`config.mk`:
```
export PLATFORM = sky130hd
export DESIGN_NAME = cnv_lane
export DESIGN_NICKNAME = d
export VERILOG_FILES = /design/src/design/conv3x3_blur_sharpen_defines.svh /design/src/design/cnv_pkg.sv /design/src/design/cnv_lane.sv
export SDC_FILE = /design/constraint.sdc
export NUM_CORES = 1
export LEC_CHECK = 0
export ABC_AREA = 1
export BUFFER_PORTS_ARGS = -buffer_cell sky130_fd_sc_hd__buf_2
export CAP_MARGIN = 20
export CORE_MARGIN = 2
export CORE_UTILIZATION = 45
export CTS_BUF_LIST = sky130_fd_sc_hd__clkbuf_4 sky130_fd_sc_hd__clkbuf_8 sky130_fd_sc_hd__clkbuf_16
export CTS_CLUSTER_SIZE = 8
export DETAILED_ROUTE_END_ITERATION = 6
export PLACE_DENSITY = 0.66
export SETUP_SLACK_MARGIN = 0.5
export SYNTH_ARGS = -nofsm -noshare
export SYNTH_HDL_FRONTEND = slang
export SYNTH_SLANG_ARGS = --single-unit
export TNS_END_PERCENT = 10
```
`constraint.sdc`:
```
create_clock -name clk -period 10.3 [get_ports clk]
set_input_delay 1.545 -clock clk [delete_from_list [all_inputs] [get_ports clk]]
set_output_delay 1.545 -clock clk [all_outputs]
set_load 0.05 [all_outputs]
```
`src/design/conv3x3_blur_sharpen_defines.svh`:
```
`ifndef CONV3X3_BLUR_SHARPEN_DEFINES_SVH
`define CONV3X3_BLUR_SHARPEN_DEFINES_SVH

// same-cycle check
`define CNV_ASSERT_NOW(label, ante, cons, msg) \
    label: assert property (@(posedge clk) disable iff (!rst_n) (ante) |-> (cons)) \
        else $error(msg);

// next-cycle check
`define CNV_ASSERT_NEXT(label, ante, cons, msg) \
    label: assert property (@(posedge clk) disable iff (!rst_n) (ante) |=> (cons)) \
        else $error(msg);

`endif

```
`src/design/cnv_pkg.sv`:
```
`timescale 1ns / 1ps

package cnv_pkg;

    localparam int PIX_W       = 8;
    localparam int NUM_CH      = 3;
    localparam int TAPS        = 9;
    localparam int COL_W       = 10;
    localparam int ROW_W       = 16;
    localparam int WIDTH_W     = 11;
    localparam int CFG_INDEX_W = 8;
    localparam int CFG_DATA_W  = 16;
    localparam int SUM_W       = 12;
    localparam int DIV9_MUL_W  = 13;
    localparam int DIV9_SHIFT  = 16;

    localparam logic [CFG_INDEX_W-1:0] REG_IMAGE_WIDTH  = 8'd0;
    localparam logic [CFG_INDEX_W-1:0] REG_IMAGE_HEIGHT = 8'd1;
    localparam logic [CFG_INDEX_W-1:0] REG_FILTER_MODE  = 8'd2;
    localparam logic [CFG_INDEX_W-1:0] REG_COLOR_MODE   = 8'd3;

    localparam logic [WIDTH_W-1:0] WIDTH_RESET  = 11'd1024;
    localparam logic [ROW_W-1:0]   HEIGHT_RESET = 16'd1;

    localparam logic MODE_BLUR    = 1'b0;
    localparam logic MODE_SHARPEN = 1'b1;
    localparam logic COLOR_GRAY   = 1'b0;
    localparam logic COLOR_RGB    = 1'b1;

    localparam logic [DIV9_MUL_W-1:0] DIV9_MUL = 13'd7282;
    localparam logic [PIX_W-1:0]      PIX_MAX  = 8'd255;

    typedef logic [PIX_W-1:0]        chan_t;
    typedef logic [NUM_CH*PIX_W-1:0] pix_t;

    typedef struct packed {
        logic [COL_W-1:0] col;
        logic [ROW_W-1:0] row;
        logic [COL_W-1:0] int_col;
        logic [ROW_W-1:0] int_row;
        logic             has_int;
        logic             has_bord;
    } tag_t;

endpackage

```
`src/design/cnv_lane.sv`:
```
`timescale 1ns / 1ps

module cnv_lane import cnv_pkg::*;
(
    input  logic  clk,
    input  logic  load,
    input  logic  filter_mode,
    input  chan_t taps [TAPS],
    output chan_t res
);

    localparam int PROD_W = SUM_W + DIV9_MUL_W;

    logic [SUM_W-1:0]        sum_next;
    logic [SUM_W-1:0]        sum_reg;
    logic [SUM_W-1:0]        pos;
    logic [SUM_W-1:0]        neg;
    logic signed [SUM_W-1:0] sharp_next;
    logic signed [SUM_W-1:0] sharp_reg;
    logic [PROD_W-1:0]       prod;
    chan_t                   clamped;

    always_comb
    begin
        sum_next = '0;
        for (int i = 0; i < TAPS; i++)
        begin
            sum_next = sum_next + SUM_W'(taps[i]);
        end
        pos = SUM_W'({taps[4], 2'b00}) + SUM_W'(taps[4]);
        neg = SUM_W'(taps[1]) + SUM_W'(taps[3]) + SUM_W'(taps[5]) + SUM_W'(taps[7]);
        sharp_next = $signed(pos - neg);
    end

    always_ff @(posedge clk)
    begin
        if (load)
        begin
            sum_reg   <= sum_next;
            sharp_reg <= sharp_next;
        end
    end

    assign prod = PROD_W'(sum_reg) * PROD_W'(DIV9_MUL);

    always_comb
    begin
        if (sharp_reg[SUM_W-1])
        begin
            clamped = '0;
        end
        else if (sharp_reg[SUM_W-2:PIX_W] != '0)
        begin
            clamped = PIX_MAX;
        end
        else
        begin
            clamped = sharp_reg[PIX_W-1:0];
        end
    end

    assign res = (filter_mode == MODE_SHARPEN) ? clamped : prod[DIV9_SHIFT +: PIX_W];

endmodule

```
Word level (Yosys, flattened, before mapping) --
Index checks and enable logic that the tools add are counted.
Word-level totals: register bits 24, bits of input ports 75, output and inout port bits 8, logic and storage cells 20
Operators by class: add/sub/neg operators 13, $mul 1, mux-type cells 3, reductions and logical operators 1
Operator list (count):
- 12-bit by 8-bit adder with 12-bit output | 4
- 10-bit by 8-bit adder with 11-bit output | 3
- 8-bit 2-to-1 mux | 3
- 12-bit by 12-bit multiplier with 23-bit output, second input constant | 1
- 9-bit by 8-bit adder with 10-bit output | 2
- 8-bit by 8-bit adder with 9-bit output | 2
- 11-bit by 8-bit adder with 12-bit output | 1
- 11-bit by 11-bit subtractor with 12-bit output | 1
- 3-bit nonzero test | 1

Depth between registers and ports, before layout --
Gate-level depths: netlist (run 1).
depth after elaboration 8, depth in mapped cells 21, mapped depth without buffers 21

Least setup slack after synthesis (run 1) --
No wires, ideal clock.
path kind flip-flop to output port, start point register sum_reg[9], end point output res[1], arrival time 4.482 ns, data required time 8.755 ns, slack 4.273 ns, cell stages (with the launch flop) 19, path through edfxtp_1 > inv_1 > fa_1 > inv_1 > ha_1 > inv_1 > fa_1 > inv_1 > fa_1 > inv_1 > fa_1 > inv_1 > ha_1 > a21o_2 > a21boi_1 > nand3_1 > nand2_1 > nand2_1 > o21ai_1
On the way: longest elaborated chain between the ends 2
Ends and longest elaborated chain:
- start: declaration | RTL line cnv_lane.sv:15 | logic [SUM_W-1:0] sum_reg;
- start signal: assignment | RTL line cnv_lane.sv:39 | sum_reg <= sum_next;
- 12-bit by 12-bit multiplier with 23-bit output | RTL line cnv_lane.sv:44 | assign prod = PROD_W'(sum_reg) * PROD_W'(DIV9_MUL);
- 8-bit 2-to-1 mux | RTL line cnv_lane.sv:62 | assign res = (filter_mode == MODE_SHARPEN) ? clamped : prod[DIV9_SHIFT +: PIX_W];
- end: declaration | RTL line cnv_lane.sv:9 | output chan_t res
No other way between the ends.

Worst setup path in the final report (run 1) --
start point register sum_reg[9], end point output res[2]
The elaborated chain is that of the path after synthesis.

==> summary.txt, run 1 <==
STA
  • Achievable Freq: 0.155 GHz
  • Hold Fails Final Rpt: 0
  • RSZ-0062 raised after global routing: false
  • Tcrit/Tclk final: 62.5%
  • Setup TNS: 0 ns
  • Min cycle time layout: 6.43 ns
  • Slew @ Worst Pin: 0.577 ns
  • Final Slew Violations: 0
  • Final setup viols: 0
  • Slew margin rel.: 61.5%

Place
  • Dpl cell area: 6740 um^2
  • Input/output buffers: 82
  • Post-Place Cells: 920
  • Final HPWL DP: 11.6 mm
  • Gp weighted congestion: 0.860

Clock tree
  • TritonCTS Buffers: 3
  • Post-CTS Setup Inserts: 0
  • CTS tree: done
  • Post-cts resize count: 0
  • Hold buffer count at CTS: 0
  • Reg clk slew, reported paths: 0.06 ns
  • Buffer type at the clock tree root: clkbuf_16
  • CTS sink count: 24
  • CTS HTree Levels: 1
  • CTS max path bufs: 2

Route
  • Drt initial violations: 143
  • Drt total wl: 12.6 mm
  • WL per Instance: 13.6 um
  • Drt first pass iters: 4
  • Routed Antenna Nets: 0
  • Total number of vias: 4453
  • DRC Markers: 0
  • Vias per cell: 4.82

Die
  • Cell row count: 42
  • Placeable Area: 13200 um^2
  • Die X: 121 um
  • Die area: 14500 um^2
  • Chip height: 121 um
  • Io pins: 83
  • Initial core utilization: 46.1%

Setup path
  • Crit-path cells: inv_1 -> fa_1 -> inv_1 -> ha_1 -> inv_1 -> fa_1 -> inv_1 -> fa_1 -> inv_1 -> fa_1 -> inv_1 -> ha_1 -> a21oi_1 -> inv_1 -> nor2_1 -> nor3_1 -> nor2_1 -> nand2_1 -> nand2_1 -> nand3_1 -> nand2_1 -> buf_2
  • Setup CP Type: flip-flop to output pin
  • Setup crit start kind: flip-flop
  • CP peak stage delay: 0.53 ns
  • Most frequent cell on the critical path: inv_1
  • CP max-delay cell: fa_1
  • Worst Path Buf+Inv: 8
  • Endpoint type of the worst setup path: output pin
  • Crit path max fanout: 4
  • Arr. time, crit path: 4.89 ns
  • Crit path max-delay family: adder cells
  • Required @ worst endpoint: 8.76 ns

Yosys
  • Avg Cell Area, Syn: 9.21 um^2
  • Mapped Area: 6110 um^2
  • Synth top area cells: fa_1 37%, ha_1 19%, edfxtp_1 12%
  • Cell type with the largest total area after synthesis: fa_1
  • Synth Instances: 663
  • Yosys cell types: 33
  • Synth Warn #: 0
  • Sequential cell area fraction in the yosys report: 11.8%
  • Post-synthesis register bit count: 24
  • Mapped Nets: 945
  • Top cell type's share of synthesized area: 37.0%

Layout
  • Ant. Diodes: 0
  • Final instance area: 6840 um^2
  • Fillers: 1271
  • Core Util, Final: 51.7%
  • Area growth syn-to-layout: 12.0%
  • Final nets: 1031
  • Most common cell after layout, fill and taps aside: inv_1
  • Most frequent cells in the layout: 177 x inv_1, 113 x fa_1, 94 x ha_1
  • Share of post-route cells with drive strength above 1: 13.1%
  • Final Instance Count excl. Fillers: 924

Outcome
  • Status: finished clean

Global routing
  • Vias in the first global route: 4962
  • Busiest grt layer: met2
  • GRT Total Usage: 19.7%
  • First-pass GRT wire length: 22.6 mm
  • M3 GR Usage: 0.896%
  • Initial antenna violation count: 0
  • Grt ovf: 0
  • M1 GR Usage: 24.1%
  • Met2 GRT Util: 37.0%
  • Pin count of the biggest net entering global routing: 25

Job
  • Maximum Capacitance Violations: 0

Worst hold path
  • Min-delay worst type: input port to flip-flop
## logic make-up after synthesis
logic type                 count (synthesis)  share of synthesized area (%)
buffers and inverters                    181                           11.1
AOI/OAI and AO/OA                         58                           5.43
DFF                                       24                           11.8
xor gates and xnor gates                  21                           3.01
adders and majority gates                207                           56.3
and+or+nand+nor                          172                           12.4
## per-layer routing
metal	share of wire (%)	up-vias
met5	0	-
met4	2.6	0
met3	3.0	16
met2	53	80
met1	42	2143
li1	-	2214
## cell usage after synthesis, drive strengths merged
master / count
clkinv: 1
a21boi: 1
edfxtp: 24
nor2: 36
fa: 113
o211ai: 1
ha: 94
a221oi: 1
xnor2: 6
a21o: 4
or3: 1
nor4: 3
nand3: 30
nand3b: 2
buf: 1
nor3: 3
o21bai: 6
nand4: 4
a31oi: 2
xor2: 15
inv: 179
nand2: 93
a31o: 1
o21ai: 16
a21oi: 26
## through the flow
step | setup slack (ns) | hold slack, ns
floorplan | 4.27 | 1.66
global placement | 4.24 | 2.03
detailed placement | 4.16 | 2.03
CTS | 3.82 | 1.76
global route | 3.43 | 1.79
finish | 3.87 | 1.76
## final timing paths
check	startpoint	to	slack (ns)	cells past startpoint
worst max-delay path	sum_reg[9]	res[2]	3.87	22
worst min-delay path	taps[64]	sum_reg[0]	1.76	3
## area by class of cell
cell class              count  area (um^2)  area share, %
clock buffers               3         75.1           1.10
well taps                 176          220           3.22
multi-input cells         458         4710           68.8
repair buffers             82          410           6.00
flip-flops and latches     24          721           10.5
clock inverters             1         30.0          0.439
inverters                 180          676           9.88
Power of run 1 is not shown: default switching activity piles up to over one toggle a cycle in this logic, so the estimate is an artifact.
==> inputs of run 2 (changes only) <==
==> constraint.sdc (replaced) <==
create_clock -name clk -period 6.7 [get_ports clk]
set_input_delay 1.005 -clock clk [delete_from_list [all_inputs] [get_ports clk]]
set_output_delay 1.005 -clock clk [all_outputs]
set_load 0.05 [all_outputs]
==> summary.txt, run 2 (synthesis gave the netlist of run 1 again) <==
Layout
  • Area growth syn-to-layout: 12.1%
  • Core Util, Final: 51.7%
  • Ant. Diodes: 0
  • Most common cell after layout, fill and taps aside: inv_1
  • Share of post-route cells with drive strength above 1: 13.2%
  • Final nets: 1032
  • Most frequent cells in the layout: 177 x inv_1, 113 x fa_1, 94 x ha_1

Place
  • Input/output buffers: 82
  • Gp weighted congestion: 0.860
  • Pre-CTS setup slack: 1.11 ns
  • Final HPWL DP: 11.6 mm

Die
  • Die area: 14500 um^2
  • Chip height: 121 um
  • Placeable Area: 13200 um^2
  • Io pins: 83
  • Cell row count: 42
  • Die X: 121 um
  • Initial core utilization: 46.1%

STA
  • Tcrit/Tclk final: 86.7%
  • Achievable Freq: 0.172 GHz
  • Final setup margin: 0.890 ns
  • Slew @ Worst Pin: 0.578 ns
  • Final setup viols: 0
  • Hold Fails Final Rpt: 0
  • Slew margin rel.: 61.5%
  • Min cycle time layout: 5.81 ns
  • RSZ-0062 raised after global routing: false
  • Final Slew Violations: 0
  • Setup TNS: 0 ns

Global routing
  • Initial antenna violation count: 0
  • Pin count of the biggest net entering global routing: 25
  • GRT Total Usage: 19.4%
  • First-pass GRT wire length: 22.4 mm
  • Vias in the first global route: 4922
  • Grt ovf: 0

Outcome
  • Status: finished clean

Setup path
  • Crit path max fanout: 4
  • Arr. time, crit path: 4.81 ns
  • Required @ worst endpoint: 5.69 ns
  • CP max-delay cell: fa_1
  • Crit-path cells: inv_1 -> fa_1 -> inv_1 -> ha_1 -> inv_1 -> fa_1 -> inv_1 -> fa_1 -> inv_1 -> fa_1 -> inv_1 -> ha_1 -> nand2_1 -> nor2_1 -> nor2_1 -> nor2_1 -> nor2_1 -> nand3_2 -> nand2_1 -> nand3_1 -> nand2_1 -> buf_2
  • Setup CP Type: flip-flop to output pin
  • Critical Path End: res[7]
  • CP peak stage delay: 0.54 ns
  • Worst Setup SP: sum_reg[7]
  • Setup crit start kind: flip-flop
  • Endpoint type of the worst setup path: output pin
  • Most frequent cell on the critical path: inv_1

Route
  • Drt total wl: 12.4 mm
  • Drt first pass iters: 4
  • Routed Antenna Nets: 0
  • Vias per cell: 4.78
  • Drt initial violations: 106
  • DRC Markers: 0
  • Total number of vias: 4425
  • WL per Instance: 13.4 um

Job
  • Maximum Capacitance Violations: 0

Clock tree
  • CTS HTree Levels: 1
  • Reg clk slew, reported paths: 0.06 ns
  • CTS max path bufs: 2
  • Post-cts resize count: 0
  • TritonCTS Buffers: 3
  • Buffer type at the clock tree root: clkbuf_16
  • CTS tree: done
  • CTS sink count: 24

Worst hold path
  • Min-delay worst type: input port to flip-flop
==> run 2: layout make-up <==
cell class                 instances  area, um^2
fill                            1278        6390
tap                              176         220
multi-input combinational        458        4710
timing repair buffer              83         418
sequential                        24         721
clock inverter                     1        30.0
clock buffer                       3        75.1
inverter                         180         676
==> run 2: per-layer routing <==
| layer | track usage (%) | vias up | wire length, um |
|---|---|---|---|
| met3 | 1.08 | 18 | 250 |
| li1 | - | 2215 | - |
| met4 | 6.47 | 0 | 361 |
| met2 | 37.1 | 73 | 6550 |
| met1 | 23.0 | 2119 | 5260 |
| met5 | 0 | - | 0 |
==> run 2: worst min path at each step <==
stage                     depth (start not counted)     start           end  slack, ns
final                                             3  taps[64]    sum_reg[0]       1.22
after global routing                              3  taps[64]    sum_reg[0]       1.25
after CTS                                         3  taps[64]    sum_reg[0]       1.22
after detailed placement                          3  taps[64]    sum_reg[0]       1.49
after global placement                            3  taps[64]    sum_reg[0]       1.49
after floorplan                                   0      load  sharp_reg[0]       1.12
==> run 2: metrics by stage <==
step	instance area [um^2]	hold WS, ns	instances
after floorplan	6110	1.12	663
after global placement	6740	1.49	920
after detailed placement	6740	1.49	920
after CTS	6840	1.22	924
after global routing	6850	1.25	925
final	6850	1.22	925
==> run 2: worst max-delay path, delay by kind of cell (launching register included) <==
kind / cells / cell delay, ns
buffers and inverters: 7 / 0.62
flip-flops: 1 / 0.38
AND/OR/NAND/NOR: 9 / 0.85
adder cells (fa/ha/maj): 6 / 2.69
==> run 2: repair_timing <==
| item | in CTS | in global routing |
|---|---|---|
| hold buffers | 0 | 0 |
| setup endpoints to repair | 0 | 2 |
| setup buffers | 0 | 1 |
Power of run 2 is left out for the same reason.
==> inputs of run 3 (changes only) <==
--- a/config.mk
+++ b/config.mk
@@ -13,7 +13,7 @@
 export CTS_BUF_LIST = sky130_fd_sc_hd__clkbuf_4 sky130_fd_sc_hd__clkbuf_8 sky130_fd_sc_hd__clkbuf_16
 export CTS_CLUSTER_SIZE = 8
 export DETAILED_ROUTE_END_ITERATION = 6
-export PLACE_DENSITY = 0.66
+export PLACE_DENSITY = 0.67
 export SETUP_SLACK_MARGIN = 0.5
 export SYNTH_ARGS = -nofsm -noshare
 export SYNTH_HDL_FRONTEND = slang
==> summary.txt, run 3 (synthesis gave the netlist of run 1 again) <==
Setup path
  • Crit path max fanout: 4
  • Setup crit start kind: flip-flop
  • Setup CP Type: flip-flop to output pin
  • Arr. time, crit path: 4.83 ns
  • Required @ worst endpoint: 5.69 ns
  • Endpoint type of the worst setup path: output pin

Layout
  • Area growth syn-to-layout: 11.7%
  • Fillers: 1261
  • Most common cell after layout, fill and taps aside: inv_1
  • Final nets: 1032
  • Most frequent cells in the layout: 177 x inv_1, 113 x fa_1, 94 x ha_1
  • Ant. Diodes: 0
  • Share of post-route cells with drive strength above 1: 13.1%

Global routing
  • Grt ovf: 0
  • GRT Total Usage: 18.9%
  • First-pass GRT wire length: 22.2 mm
  • Pin count of the biggest net entering global routing: 25
  • Vias in the first global route: 5026
  • Initial antenna violation count: 0

Outcome
  • Status: finished clean

Route
  • Drt total wl: 12.5 mm
  • Total number of vias: 4496
  • Met1 WL: 5.16 mm
  • Vias per cell: 4.87
  • DRC Markers: 0
  • Routed Antenna Nets: 0
  • Drt first pass iters: 4
  • Met3 wire length: 351 um
  • WL per Instance: 13.5 um
  • Top sig layer: met4
  • Drt initial violations: 176
  • Met2 Routed Length: 6.81 mm

STA
  • Achievable Freq: 0.171 GHz
  • Final setup viols: 0
  • Tcrit/Tclk final: 87.0%
  • Min cycle time layout: 5.83 ns
  • RSZ-0062 raised after global routing: true
  • Slew margin rel.: 62.4%
  • Setup TNS: 0 ns
  • Final Slew Violations: 0
  • Hold Fails Final Rpt: 0
  • Slew @ Worst Pin: 0.564 ns

Die
  • Chip height: 121 um
  • Io pins: 83
  • Die area: 14500 um^2
  • Cell row count: 42
  • Die X: 121 um
  • Placeable Area: 13200 um^2
  • Initial core utilization: 46.1%

Clock tree
  • TritonCTS Buffers: 3
  • CTS tree: done
  • Reg clk slew, reported paths: 0.06 ns
  • Buffer type at the clock tree root: clkbuf_16
  • CTS max path bufs: 2
  • CTS sink count: 24
  • CTS HTree Levels: 1

Place
  • Input/output buffers: 82
  • Gp weighted congestion: 0.848
  • Final HPWL DP: 11.7 mm

Job
  • Maximum Capacitance Violations: 0

Worst hold path
  • Hold path depth: 3
  • Worst hold endpoint: sum_reg[0]
  • Hold path start: taps[64]
  • Min-delay worst type: input port to flip-flop
[run 3: worst max-delay path by stage]
stage / startpoint / to / slack [ns] / cells after the start
after global placement: sum_reg[9] / res[7] / 1.18 / 22
final: sum_reg[7] / res[7] / 0.87 / 22
after CTS: sum_reg[9] / res[2] / 0.80 / 22
after global routing: sum_reg[7] / res[2] / 0.49 / 22
after detailed placement: sum_reg[9] / res[7] / 1.07 / 22
after floorplan: sum_reg[9] / res[1] / 1.21 / 18
[run 3: layout make-up]
type | count | area (um^2) | share of cell area, %
flip-flops and latches | 24 | 721 | 10.6
multi-input cells | 458 | 4710 | 69.0
inverters | 180 | 676 | 9.91
well taps | 176 | 220 | 3.23
clock buffers | 3 | 75.1 | 1.10
repair buffers | 83 | 420 | 6.16
[run 3: metal layers]
metal | global-route usage [%] | up-vias
li1 | - | 2213
met1 | 23.0 | 2189
met2 | 37.1 | 84
met3 | 0.849 | 10
met4 | 3.27 | 0
met5 | 0 | -
[run 3: worst max-delay path, stage by stage, from the launching register on]
cell,delay [ns]
edfxtp_1,0.39
inv_1,0.12
fa_1,0.56
inv_1,0.04
ha_1,0.29
inv_1,0.06
fa_1,0.53
inv_1,0.05
fa_1,0.50
inv_1,0.05
fa_1,0.53
inv_1,0.05
ha_1,0.31
nand2_1,0.13
nor2_1,0.06
nor2_1,0.13
nor2_1,0.06
nor2_1,0.17
nand3_2,0.08
nand2_1,0.06
nand3_1,0.07
nand2_1,0.06
buf_2,0.26
[run 3: per-stage QoR]
step | setup WS (ns) | std cells | cell area (um^2) | hold WS [ns] | utilization (%)
final | 0.868 | 924 | 6820 | 1.24 | 51.5
after detailed placement | 1.07 | 920 | 6740 | 1.51 | 50.9
after floorplan | 1.21 | 663 | 6110 | 1.12 | -
after global routing | 0.493 | 924 | 6820 | 1.25 | 51.5
after global placement | 1.18 | 920 | 6740 | 1.49 | 50.9
after CTS | 0.801 | 923 | 6810 | 1.25 | 51.4
[run 3: timing repair]
action / 4_1_cts / 5_1_grt
hold endpoints to repair: 0 / 0
setup endpoints to repair: 0 / 2
gates resized for setup: 0 / 1
setup buffers: 0 / 1
hold buffers: 0 / 0
Power of run 3 is left out for the same reason.
